$ cat src/rtl/core/llj_pkg.sv
package llj_pkg;

  // Field widths
  localparam int unsigned DUR_W  = 16;
  localparam int unsigned LOAD_W = 32;
  localparam int unsigned WAIT_W = 48;
  localparam int unsigned CIDX_W = 4;
  localparam int unsigned CFG_W  = 5;

  // Default number of counter cells
  localparam int unsigned MAX_COUNTERS_DEF = 16;

  // Search token handed from cell to cell
  typedef struct packed {
    logic              vld;
    logic [LOAD_W-1:0] load;
  } tok_t;

  // Load write broadcast to every cell
  typedef struct packed {
    logic              en;
    logic              clr;
    logic [LOAD_W-1:0] load;
  } wr_t;

endpackage

$ cat src/rtl/core/llj_cell.sv
module llj_cell #(
  parameter int unsigned MAX_COUNTERS = llj_pkg::MAX_COUNTERS_DEF,
  parameter int unsigned CELL_IDX     = 0,
  localparam int unsigned IDX_W = (MAX_COUNTERS > 1) ? $clog2(MAX_COUNTERS) : 1
) (
  input  logic               clk,
  input  logic               rst_n,
  input  logic               adv,
  input  logic               active,
  input  llj_pkg::tok_t      tok_in,
  input  logic [IDX_W-1:0]   idx_in,
  input  llj_pkg::wr_t       wr,
  input  logic [IDX_W-1:0]   wr_idx,
  output llj_pkg::tok_t      tok_out,
  output logic [IDX_W-1:0]   idx_out
);

  localparam logic [IDX_W-1:0] MY_IDX = IDX_W'(CELL_IDX);

  logic [llj_pkg::LOAD_W-1:0] load_r;
  llj_pkg::tok_t              tok_r;
  llj_pkg::tok_t              tok_nxt;
  logic [IDX_W-1:0]           idx_r;
  logic [IDX_W-1:0]           idx_nxt;
  logic                       take;

  // Replace the best so far when this counter is strictly lighter
  assign take = active && tok_in.vld && (load_r < tok_in.load);

  always_comb begin
    tok_nxt = tok_in;
    idx_nxt = idx_in;
    if (take) begin
      tok_nxt.load = load_r;
      idx_nxt      = MY_IDX;
    end
  end

  // Advance the token one cell
  always_ff @(posedge clk) begin
    if (!rst_n) begin
      tok_r.vld <= 1'b0;
    end else if (adv) begin
      tok_r.vld <= tok_nxt.vld;
    end
    if (adv) begin
      tok_r.load <= tok_nxt.load;
      idx_r      <= idx_nxt;
    end
  end

  // Hold this counter's load; clear at end of batch
  always_ff @(posedge clk) begin
    if (!rst_n) begin
      load_r <= '0;
    end else if (wr.clr) begin
      load_r <= '0;
    end else if (wr.en && (wr_idx == MY_IDX)) begin
      load_r <= wr.load;
    end
  end

  assign tok_out = tok_r;
  assign idx_out = idx_r;

endmodule

$ cat src/rtl/core/least_loaded_job_dispatch.sv
// Greedy least-loaded dispatcher. Each job word carries a duration and is sent
// to the active counter with the smallest load (lowest index on a tie); the
// result word gives that counter, the job's start time, the running makespan
// and the running sum of start times, all saturating. A search token walks
// the row of counter cells one cell per clock while the row is not stalled,
// and the clock that takes it out of the last cell also writes the new load
// back and forms the result. Busy clears at write-back, so the next job can
// be accepted in the cycle after it; no new job is taken before the previous
// one is written back, while the previous result word may still be waiting.
// A result that cannot be handed over stalls the token at the end of the row.
// cfg_wr_data sets the number of active counters (0 acts as 1, above
// MAX_COUNTERS acts as MAX_COUNTERS); the user must write it only while no
// job is in flight, and the block itself does not enforce this. A job marked
// last_job clears every load and total once its result is formed.
module least_loaded_job_dispatch #(
  parameter int unsigned MAX_COUNTERS = llj_pkg::MAX_COUNTERS_DEF
) (
  input  logic                          clk,
  input  logic                          rst_n,
  input  logic                          cfg_wr_en,
  input  logic [llj_pkg::CFG_W-1:0]     cfg_wr_data,
  input  logic                          in_valid,
  output logic                          in_ready,
  input  logic [llj_pkg::DUR_W-1:0]     in_duration,
  input  logic                          in_last_job,
  output logic                          out_valid,
  input  logic                          out_ready,
  output logic [llj_pkg::CIDX_W-1:0]    out_counter_index,
  output logic [llj_pkg::LOAD_W-1:0]    out_start_time,
  output logic [llj_pkg::LOAD_W-1:0]    out_makespan,
  output logic [llj_pkg::WAIT_W-1:0]    out_total_wait,
  output logic                          out_batch_done
);

  localparam int unsigned IDX_W = (MAX_COUNTERS > 1) ? $clog2(MAX_COUNTERS) : 1;
  localparam int unsigned LW    = llj_pkg::LOAD_W;
  localparam int unsigned WW    = llj_pkg::WAIT_W;

  logic [MAX_COUNTERS-1:0]     active_r;
  logic                        busy_r;
  logic [llj_pkg::DUR_W-1:0]   dur_r;
  logic                        last_r;
  logic [LW-1:0]               mk_r;
  logic [WW-1:0]               wait_r;

  llj_pkg::tok_t               tok_w [MAX_COUNTERS+1];
  logic [IDX_W-1:0]            idx_w [MAX_COUNTERS+1];

  logic                        accept;
  logic                        adv;
  logic                        commit;
  llj_pkg::wr_t                wr;
  logic [LW:0]                 load_sum;
  logic [LW-1:0]               load_new;
  logic [WW:0]                 wait_sum;
  logic [WW-1:0]               wait_new;
  logic [LW-1:0]               mk_new;
  logic [IDX_W+llj_pkg::CIDX_W-1:0] idx_ext;

  logic                        out_valid_r;
  logic [llj_pkg::CIDX_W-1:0]  out_idx_r;
  logic [LW-1:0]               out_start_r;
  logic [LW-1:0]               out_mk_r;
  logic [WW-1:0]               out_wait_r;
  logic                        out_done_r;

  // Handshake and token flow
  assign in_ready = !busy_r;
  assign accept   = in_valid && in_ready;
  assign adv      = !(tok_w[MAX_COUNTERS].vld && out_valid_r && !out_ready);
  assign commit   = tok_w[MAX_COUNTERS].vld && adv;

  // Active counter mask, refreshed on each configuration write
  always_ff @(posedge clk) begin
    if (!rst_n) begin
      active_r <= MAX_COUNTERS'(1);
    end else if (cfg_wr_en) begin
      for (int i = 0; i < MAX_COUNTERS; i++) begin
        active_r[i] <= (i == 0) || (32'(i) < 32'(cfg_wr_data));
      end
    end
  end

  // Capture the job word
  always_ff @(posedge clk) begin
    if (!rst_n) begin
      busy_r <= 1'b0;
    end else if (accept) begin
      busy_r <= 1'b1;
    end else if (commit) begin
      busy_r <= 1'b0;
    end
  end

  always_ff @(posedge clk) begin
    if (accept) begin
      dur_r  <= in_duration;
      last_r <= in_last_job;
    end
  end

  // Seed token: heaviest possible load at counter zero
  assign tok_w[0].vld  = accept;
  assign tok_w[0].load = '1;
  assign idx_w[0]      = '0;

  // Row of counter cells
  for (genvar g = 0; g < MAX_COUNTERS; g++) begin : g_cell
    llj_cell #(
      .MAX_COUNTERS (MAX_COUNTERS),
      .CELL_IDX     (g)
    ) u_cell (
      .clk     (clk),
      .rst_n   (rst_n),
      .adv     (adv),
      .active  (active_r[g]),
      .tok_in  (tok_w[g]),
      .idx_in  (idx_w[g]),
      .wr      (wr),
      .wr_idx  (idx_w[MAX_COUNTERS]),
      .tok_out (tok_w[g+1]),
      .idx_out (idx_w[g+1])
    );
  end

  // Saturating load and wait updates
  always_comb begin
    load_sum = {1'b0, tok_w[MAX_COUNTERS].load} + (LW+1)'(dur_r);
    load_new = load_sum[LW] ? '1 : load_sum[LW-1:0];
    wait_sum = {1'b0, wait_r} + (WW+1)'(tok_w[MAX_COUNTERS].load);
    wait_new = wait_sum[WW] ? '1 : wait_sum[WW-1:0];
    mk_new   = (load_new > mk_r) ? load_new : mk_r;
    idx_ext  = (IDX_W+llj_pkg::CIDX_W)'(idx_w[MAX_COUNTERS]);
  end

  // Write back the chosen load, or clear the batch
  assign wr.en   = commit;
  assign wr.clr  = commit && last_r;
  assign wr.load = load_new;

  always_ff @(posedge clk) begin
    if (!rst_n) begin
      mk_r   <= '0;
      wait_r <= '0;
    end else if (commit) begin
      if (last_r) begin
        mk_r   <= '0;
        wait_r <= '0;
      end else begin
        mk_r   <= mk_new;
        wait_r <= wait_new;
      end
    end
  end

  // Result word register
  always_ff @(posedge clk) begin
    if (!rst_n) begin
      out_valid_r <= 1'b0;
    end else if (commit) begin
      out_valid_r <= 1'b1;
    end else if (out_ready) begin
      out_valid_r <= 1'b0;
    end
  end

  always_ff @(posedge clk) begin
    if (commit) begin
      out_idx_r   <= idx_ext[llj_pkg::CIDX_W-1:0];
      out_start_r <= tok_w[MAX_COUNTERS].load;
      out_mk_r    <= mk_new;
      out_wait_r  <= wait_new;
      out_done_r  <= last_r;
    end
  end

  assign out_valid         = out_valid_r;
  assign out_counter_index = out_idx_r;
  assign out_start_time    = out_start_r;
  assign out_makespan      = out_mk_r;
  assign out_total_wait    = out_wait_r;
  assign out_batch_done    = out_done_r;

  // At most one search token in the row
  logic [MAX_COUNTERS:0] tok_vld_vec;
  always_comb begin
    for (int i = 0; i <= MAX_COUNTERS; i++) begin
      tok_vld_vec[i] = tok_w[i].vld;
    end
  end

  a_one_token: assert property (@(posedge clk) disable iff (!rst_n)
    $onehot0(tok_vld_vec))
    else $error("more than one search token in flight");

  a_batch_clear: assert property (@(posedge clk) disable iff (!rst_n)
    (commit && last_r) |=> (mk_r == '0 && wait_r == '0))
    else $error("totals not cleared after last job");

  a_start_le_mk: assert property (@(posedge clk) disable iff (!rst_n)
    out_valid_r |-> (out_start_r <= out_mk_r))
    else $error("start time above makespan");

  a_no_overwrite: assert property (@(posedge clk) disable iff (!rst_n)
    (out_valid_r && !out_ready) |-> !commit)
    else $error("result word overwritten while waiting");

endmodule

$ cat config.mk
export PLATFORM = sky130hd
export DESIGN_NAME = least_loaded_job_dispatch
export DESIGN_NICKNAME = d
export VERILOG_FILES = /design/src/rtl/core/llj_pkg.sv /design/src/rtl/core/llj_cell.sv /design/src/rtl/core/least_loaded_job_dispatch.sv
export SDC_FILE = /design/constraint.sdc
export NUM_CORES = 2
export LEC_CHECK = 0
export BUFFER_PORTS_ARGS = -buffer_cell sky130_fd_sc_hd__buf_2
export CAP_MARGIN = 20
export CORE_ASPECT_RATIO = 1.4
export CORE_UTILIZATION = 25
export CTS_CLUSTER_SIZE = 20
export DETAILED_ROUTE_END_ITERATION = 8
export SLEW_MARGIN = 20
export SYNTH_ARGS = -nofsm -noshare
export SYNTH_HDL_FRONTEND = slang
export SYNTH_HIERARCHICAL = 1
export SYNTH_SLANG_ARGS = --single-unit
$ cat constraint.sdc
create_clock -name clk -period 18.2 [get_ports clk]
set_clock_uncertainty 0.15 [all_clocks]
set_input_delay 3.64 -clock clk [delete_from_list [all_inputs] [get_ports clk]]
set_output_delay 3.64 -clock clk [all_outputs]
set_load 0.005 [all_outputs]
Word level (Yosys, flattened, before mapping)
Index checks and enable logic that the tools add are counted.
{"block": "word_totals", "reg_bits": 1320, "in_bits": 27, "elab_cells": 208, "out_inout_bits": 119}
{"block": "op_classes", "reduce_logical": 59, "bitwise_logic": 1, "n_eq_ne": 15, "magnitude_cmp": 32, "add_sub_neg": 2, "muxes": 24}
{"operator": "32-bit two-way mux", "count": 18}
{"operator": "32-bit < comparator", "count": 15}
{"operator": "48-bit two-way mux", "count": 2}
{"operator": "1-bit logical AND", "count": 52}
{"operator": "48-bit by 32-bit adder with 49-bit output", "count": 1}
{"operator": "4-bit by 5-bit < comparator with 1-bit output (first input constant)", "count": 8}
{"operator": "32-bit by 16-bit adder with 33-bit output", "count": 1}
{"operator": "4-bit == test (second input constant)", "count": 8}
{"operator": "32-bit > comparator", "count": 1}
{"operator": "32-bit < comparator (second input constant)", "count": 1}
{"operator": "3-bit by 5-bit < comparator with 1-bit output (first input constant)", "count": 4}
{"operator": "4-bit by 3-bit == test with 1-bit output (second input constant)", "count": 4}
{"operator": "2-bit by 5-bit < comparator with 1-bit output (first input constant)", "count": 2}
{"operator": "4-bit by 2-bit == test with 1-bit output (second input constant)", "count": 2}
{"operator": "1-bit by 5-bit < comparator with 1-bit output (first input constant)", "count": 1}
{"operator": "4-bit by 1-bit == test with 1-bit output (second input constant)", "count": 1}
{"operator": "4-bit zero test", "count": 1}
{"operator": "1-bit two-way mux", "count": 4}
{"operator": "2-bit nonzero test", "count": 2}
{"operator": "1-bit zero test", "count": 3}
{"operator": "2-bit OR reduction", "count": 1}
{"operator": "1-bit inverter", "count": 1}

Depth between registers and ports, before layout
{"block": "logic_depth", "depth_word": 6, "depth_mapped": 23, "depth_no_buf": 21}

Cells and area by module
The synthesis kept the hierarchy.
{"module": "llj_cell at g_cell[12].u_cell ...", "cells_each": 452, "n_inst": 5, "seq_area_each_um2": 1741.7, "area_per_inst_um2": 4179.0}
{"module": "least_loaded_job_dispatch", "cells_each": 1194, "n_inst": 1, "seq_area_each_um2": 5965.7, "area_per_inst_um2": 12165.4}
{"module": "llj_cell at g_cell[1].u_cell ...", "cells_each": 452, "n_inst": 2, "seq_area_each_um2": 1741.7, "area_per_inst_um2": 4176.5}
{"module": "llj_cell at g_cell[11].u_cell ...", "cells_each": 452, "n_inst": 2, "seq_area_each_um2": 1741.7, "area_per_inst_um2": 4157.7}
{"module": "llj_cell at g_cell[13].u_cell ...", "cells_each": 453, "n_inst": 2, "seq_area_each_um2": 1741.7, "area_per_inst_um2": 4155.2}
{"module": "llj_cell at g_cell[0].u_cell", "cells_each": 454, "n_inst": 1, "seq_area_each_um2": 1741.7, "area_per_inst_um2": 4237.8}
{"module": "llj_cell at g_cell[15].u_cell", "cells_each": 452, "n_inst": 1, "seq_area_each_um2": 1741.7, "area_per_inst_um2": 4186.5}
{"module": "llj_cell at g_cell[4].u_cell", "cells_each": 452, "n_inst": 1, "seq_area_each_um2": 1741.7, "area_per_inst_um2": 4170.2}
{"module": "llj_cell at g_cell[8].u_cell", "cells_each": 452, "n_inst": 1, "seq_area_each_um2": 1741.7, "area_per_inst_um2": 4164.0}
{"module": "llj_cell at g_cell[10].u_cell", "cells_each": 332, "n_inst": 1, "seq_area_each_um2": 1741.7, "area_per_inst_um2": 3540.9}

Least setup slack after synthesis
Ideal clock, no wire load.
{"block": "synth_path", "kind": "input to register", "startpoint": "in out_ready", "endpoint": "reg, netlist name g_cell[0].u_cell/idx_out[0]", "path_slack_ps": 300, "arrival_time_ps": 13474, "n_path_buf": 0, "required_time_ps": 13774, "cell_stages": 2, "setup_time_ps": 4276, "cell_sequence": "nor2b_1 nand2_1"}
{"item": "from (decl)", "line": "least_loaded_job_dispatch.sv:27", "source": "input logic out_ready,"}

Worst setup path in the final report
{"block": "layout_path", "startpoint": "in out_ready", "endpoint": "reg g_cell[7].u_cell.tok_r (netlist bit g_cell[7].u_cell/tok_out[4]) (enable)"}
{"block": "layout_via", "elab_chain_len": 2}
{"item": "1-bit zero test", "line": "least_loaded_job_dispatch.sv:70", "source": "assign adv = !(tok_w[MAX_COUNTERS].vld && out_valid_r && !out_ready);"}
{"item": "1-bit logical AND", "line": "least_loaded_job_dispatch.sv:70"}
{"item": "to (decl)", "line": "llj_cell.sv:21", "source": "llj_pkg::tok_t tok_r;"}
No other way between the ends.
A chain may end at the register's enable or synchronous reset.

==> flow_summary.json <==
{
  "status": "complete, but fails checks",
  "violations": "max-slew violations",
  "die_w_um": 475,
  "area_growth_syn_to_layout_pct": 12.7,
  "place_hpwl_um": 170000,
  "fmax_ghz": 0.129,
  "cts.sink_count": 1335,
  "holdWs_ns": 0.316,
  "grt_pass1_wl_um": 389000,
  "gp_congestion": 0.868,
  "dieArea_mm2": 0.316,
  "cp_num_buf_inv": 5,
  "via_per_inst": 5.17,
  "grt_overflow_total": 0,
  "ys_ff_latch": 1335,
  "clk_pin_slew_ns": 0.06,
  "cts.root.buffer_cell": "clkbuf_16",
  "hp-class": "register to register",
  "p_leak_uw": 0.0330,
  "synth_edf_count": 710,
  "routedWlPerCell_um": 20.8,
  "min-delay-start": "mk_r[17]$_SDFFE_PN0P_",
  "postRouteAntennaNets": 0,
  "synth_top_cells_by_count": "nand2_1 (1328), a21oi_1 (811), edfxtp_1 (710)",
  "synth.area.top_cells": "edfxtp_1 (27%), dfxtp_1 (16%), ha_1 (9.2%)",
  "arrival_ns": 7.99,
  "ioPinCount": 146,
  "cts_hold_buf": 0,
  "grt_setup_unrepaired": "no",
  "insertion_delay_ns": 0.81,
  "holdPathEnd": "mk_r[17]$_SDFFE_PN0P_",
  "path_cells": "buf_2, nor2b_1, nand2_4, buf_4, buf_12, buf_12, buf_4",
  "die_y_um": 664,
  "r2r_cells": 23,
  "cts_max_level": 4,
  "final_hold_viol_count": 0,
  "r2r-start": "g_cell[15].u_cell/tok_out[0]$_DFFE_PP_",
  "finalSetupViolations": 0,
  "crit_fanout": 161,
  "drive_above_1_share_pct": 14.1,
  "slew_headroom_pct": -102,
  "grt_max_degree": 162,
  "grt_pass1_vias": 60100,
  "clockBufferDepth": 4,
  "initial_core_util_pct": 25.2,
  "min_path_cells": 1,
  "ys_warn_count": 6,
  "fin_crit_ns": 7.73,
  "drc": 0,
  "worst_pin_slew_ns": 3.02,
  "cts_resized": 0,
  "multiInputGateArea_mm2": 0.0403,
  "cts_setup_buffers": 0,
  "firstDrtPassIters": 6,
  "ff_latch_area_mm2": 0.0338,
  "ir_worst_vdd_mv": 0.0681,
  "rr_endpoint": "mk_r[13]$_SDFFE_PN0P_",
  "reg2reg_slack_ns": 10.98,
  "cp.depth": 7,
  "fill_cells": 32500,
  "grt_usage_pct": 15.9,
  "cp.required_ns": 18.45,
  "yosysTopAreaCellShare_pct": 27.2,
  "slowest_delay_ns": 0.90,
  "tns_ns": 0,
  "num_vias": 64800,
  "end_kind": "register",
  "power_density_mw_per_mm2": 84.1,
  "crit_family": "buffers and inverters",
  "drt_wl_total_um": 261000,
  "cp-start-kind": "input port",
  "synth_area_per_cell_um2": 9.43,
  "yosys.cell_count.top_type": "nand2_1",
  "synthCells": 8310,
  "crit_slowest_cell": "buf_4",
  "drt_iter0_drc": 6025,
  "synth_top_cell_by_area": "edfxtp_1",
  "crit_type": "input port to register",
  "fin_crit_sh_pct": 42.5,
  "core_mm2": 0.311,
  "synth_top_flop_cell": "edfxtp_1",
  "slew_viol_final": 67,
  "maxCapViolCount": 0,
  "ys_seq_area_share_pct": 43.2,
  "io_buffers": 145,
  "ys_types": 95,
  "async_reset_ff_share_pct": 0,
  "cts_tree": "built",
  "grt_antenna_before_repair": 16,
  "cts-buffers-inserted": 146,
  "core.rowCount": 242,
  "final_net_count": 8886,
  "synth_area_mm2": 0.0783
}
## cells in the final DEF, fill, tap and decap left out, drive strengths merged, types with 25 or more instances in the layout
| cell type | n |
|---|---|
| a21boi | 28 |
| a21o | 26 |
| a21oi | 811 |
| a22o | 36 |
| buf | 312 |
| clkbuf | 190 |
| clkinv | 39 |
| conb | 101 |
| dfxtp | 625 |
| edfxtp | 710 |
| ha | 576 |
| inv | 564 |
| mux2 | 45 |
| mux2i | 30 |
| nand2 | 1329 |
| nand2b | 25 |
| nand3 | 530 |
| nand4 | 85 |
| nor2 | 130 |
| nor2b | 45 |
| nor3 | 34 |
| nor3b | 26 |
| nor4 | 34 |
| o211ai | 980 |
| o21a | 64 |
| o21ai | 656 |
| o21bai | 37 |
| xnor2 | 29 |
## worst max-delay path by stage
stage	from	slack, ns	to
6_report	out_ready	10.47	g_cell[7].u_cell/tok_out[4]$_DFFE_PP_
5_1_grt	out_ready	10.22	g_cell[7].u_cell/tok_out[5]$_DFFE_PP_
4_1_cts	out_ready	10.54	g_cell[8].u_cell/tok_out[8]$_DFFE_PP_
3_5_place_dp	out_ready	9.69	g_cell[8].u_cell/tok_out[9]$_DFFE_PP_
3_3_place_gp	out_ready	9.75	g_cell[8].u_cell/tok_out[13]$_DFFE_PP_
2_1_floorplan	out_ready	0.30	g_cell[0].u_cell/idx_out[0]$_SDFFCE_PP0P_
## routing by layer
layer	GRT usage (%)	wire length (µm)	share of wire [%]	vias to the layer above
met5	0	75	0.029	-
met4	8.27	15100	5.8	12
met3	1.86	15100	5.8	604
met2	26.9	125000	48	2248
met1	19.7	106000	40	31600
li1	-	-	-	30300
## layout make-up
type	count	area share [%]
Antenna cell	3	0.00850
Clock inverter	68	0.933
Inverter	560	2.39
Sequential cell	1335	38.3
Multi-Input combinational cell	5926	45.6
Timing Repair Buffer	312	2.27
Tap cell	4148	5.88
Clock buffer	190	4.59
## power breakdown
part           switching, µW  internal (µW)  total [µW]
logic                    615            254         869
clock network           1290           1820        3110
registers                128           3310        3440
## per-stage QoR
stage | util [%] | cell area (µm²) | total power [µW] | cells | worst slack (ns)
finish | 28.4 | 88300 | 7420 | 12500 | 10.47
global placement | 26.8 | 83400 | 4350 | 12300 | 9.75
global route | 28.4 | 88300 | 7640 | 12500 | 10.22
floorplan | - | 78700 | 3910 | 8409 | 0.300
detailed placement | 26.8 | 83400 | 4350 | 12300 | 9.69
CTS | 28.4 | 88300 | 7460 | 12500 | 10.54
## state kept, by name, summed over array words and instances (netlist names), 4 cells and up
| register | count |
|---|---|
| wait_r | 48 |
| out_total_wait | 48 |
| active_r | 15 |
| g_cell.u_cell/idx_out | 64 |
| out_counter_index | 4 |
| g_cell.u_cell/load_r | 512 |
| mk_r | 32 |
| dur_r | 16 |
| g_cell.u_cell/tok_out | 528 |
| out_start_time | 32 |
| out_makespan | 32 |
## logic make-up after synthesis
| family | share of synthesized area [%] |
|---|---|
| AOI/OAI and AO/OA | 25.8 |
| and+or+nand+nor | 13.6 |
| DFF | 43.2 |
| buffers and inverters | 6.37 |
| adders and majority gates | 9.25 |
| muxes | 1.15 |
| xor gates and xnor gates | 0.559 |
| other | 0.00959 |
Power figures use the tool's default switching activity.
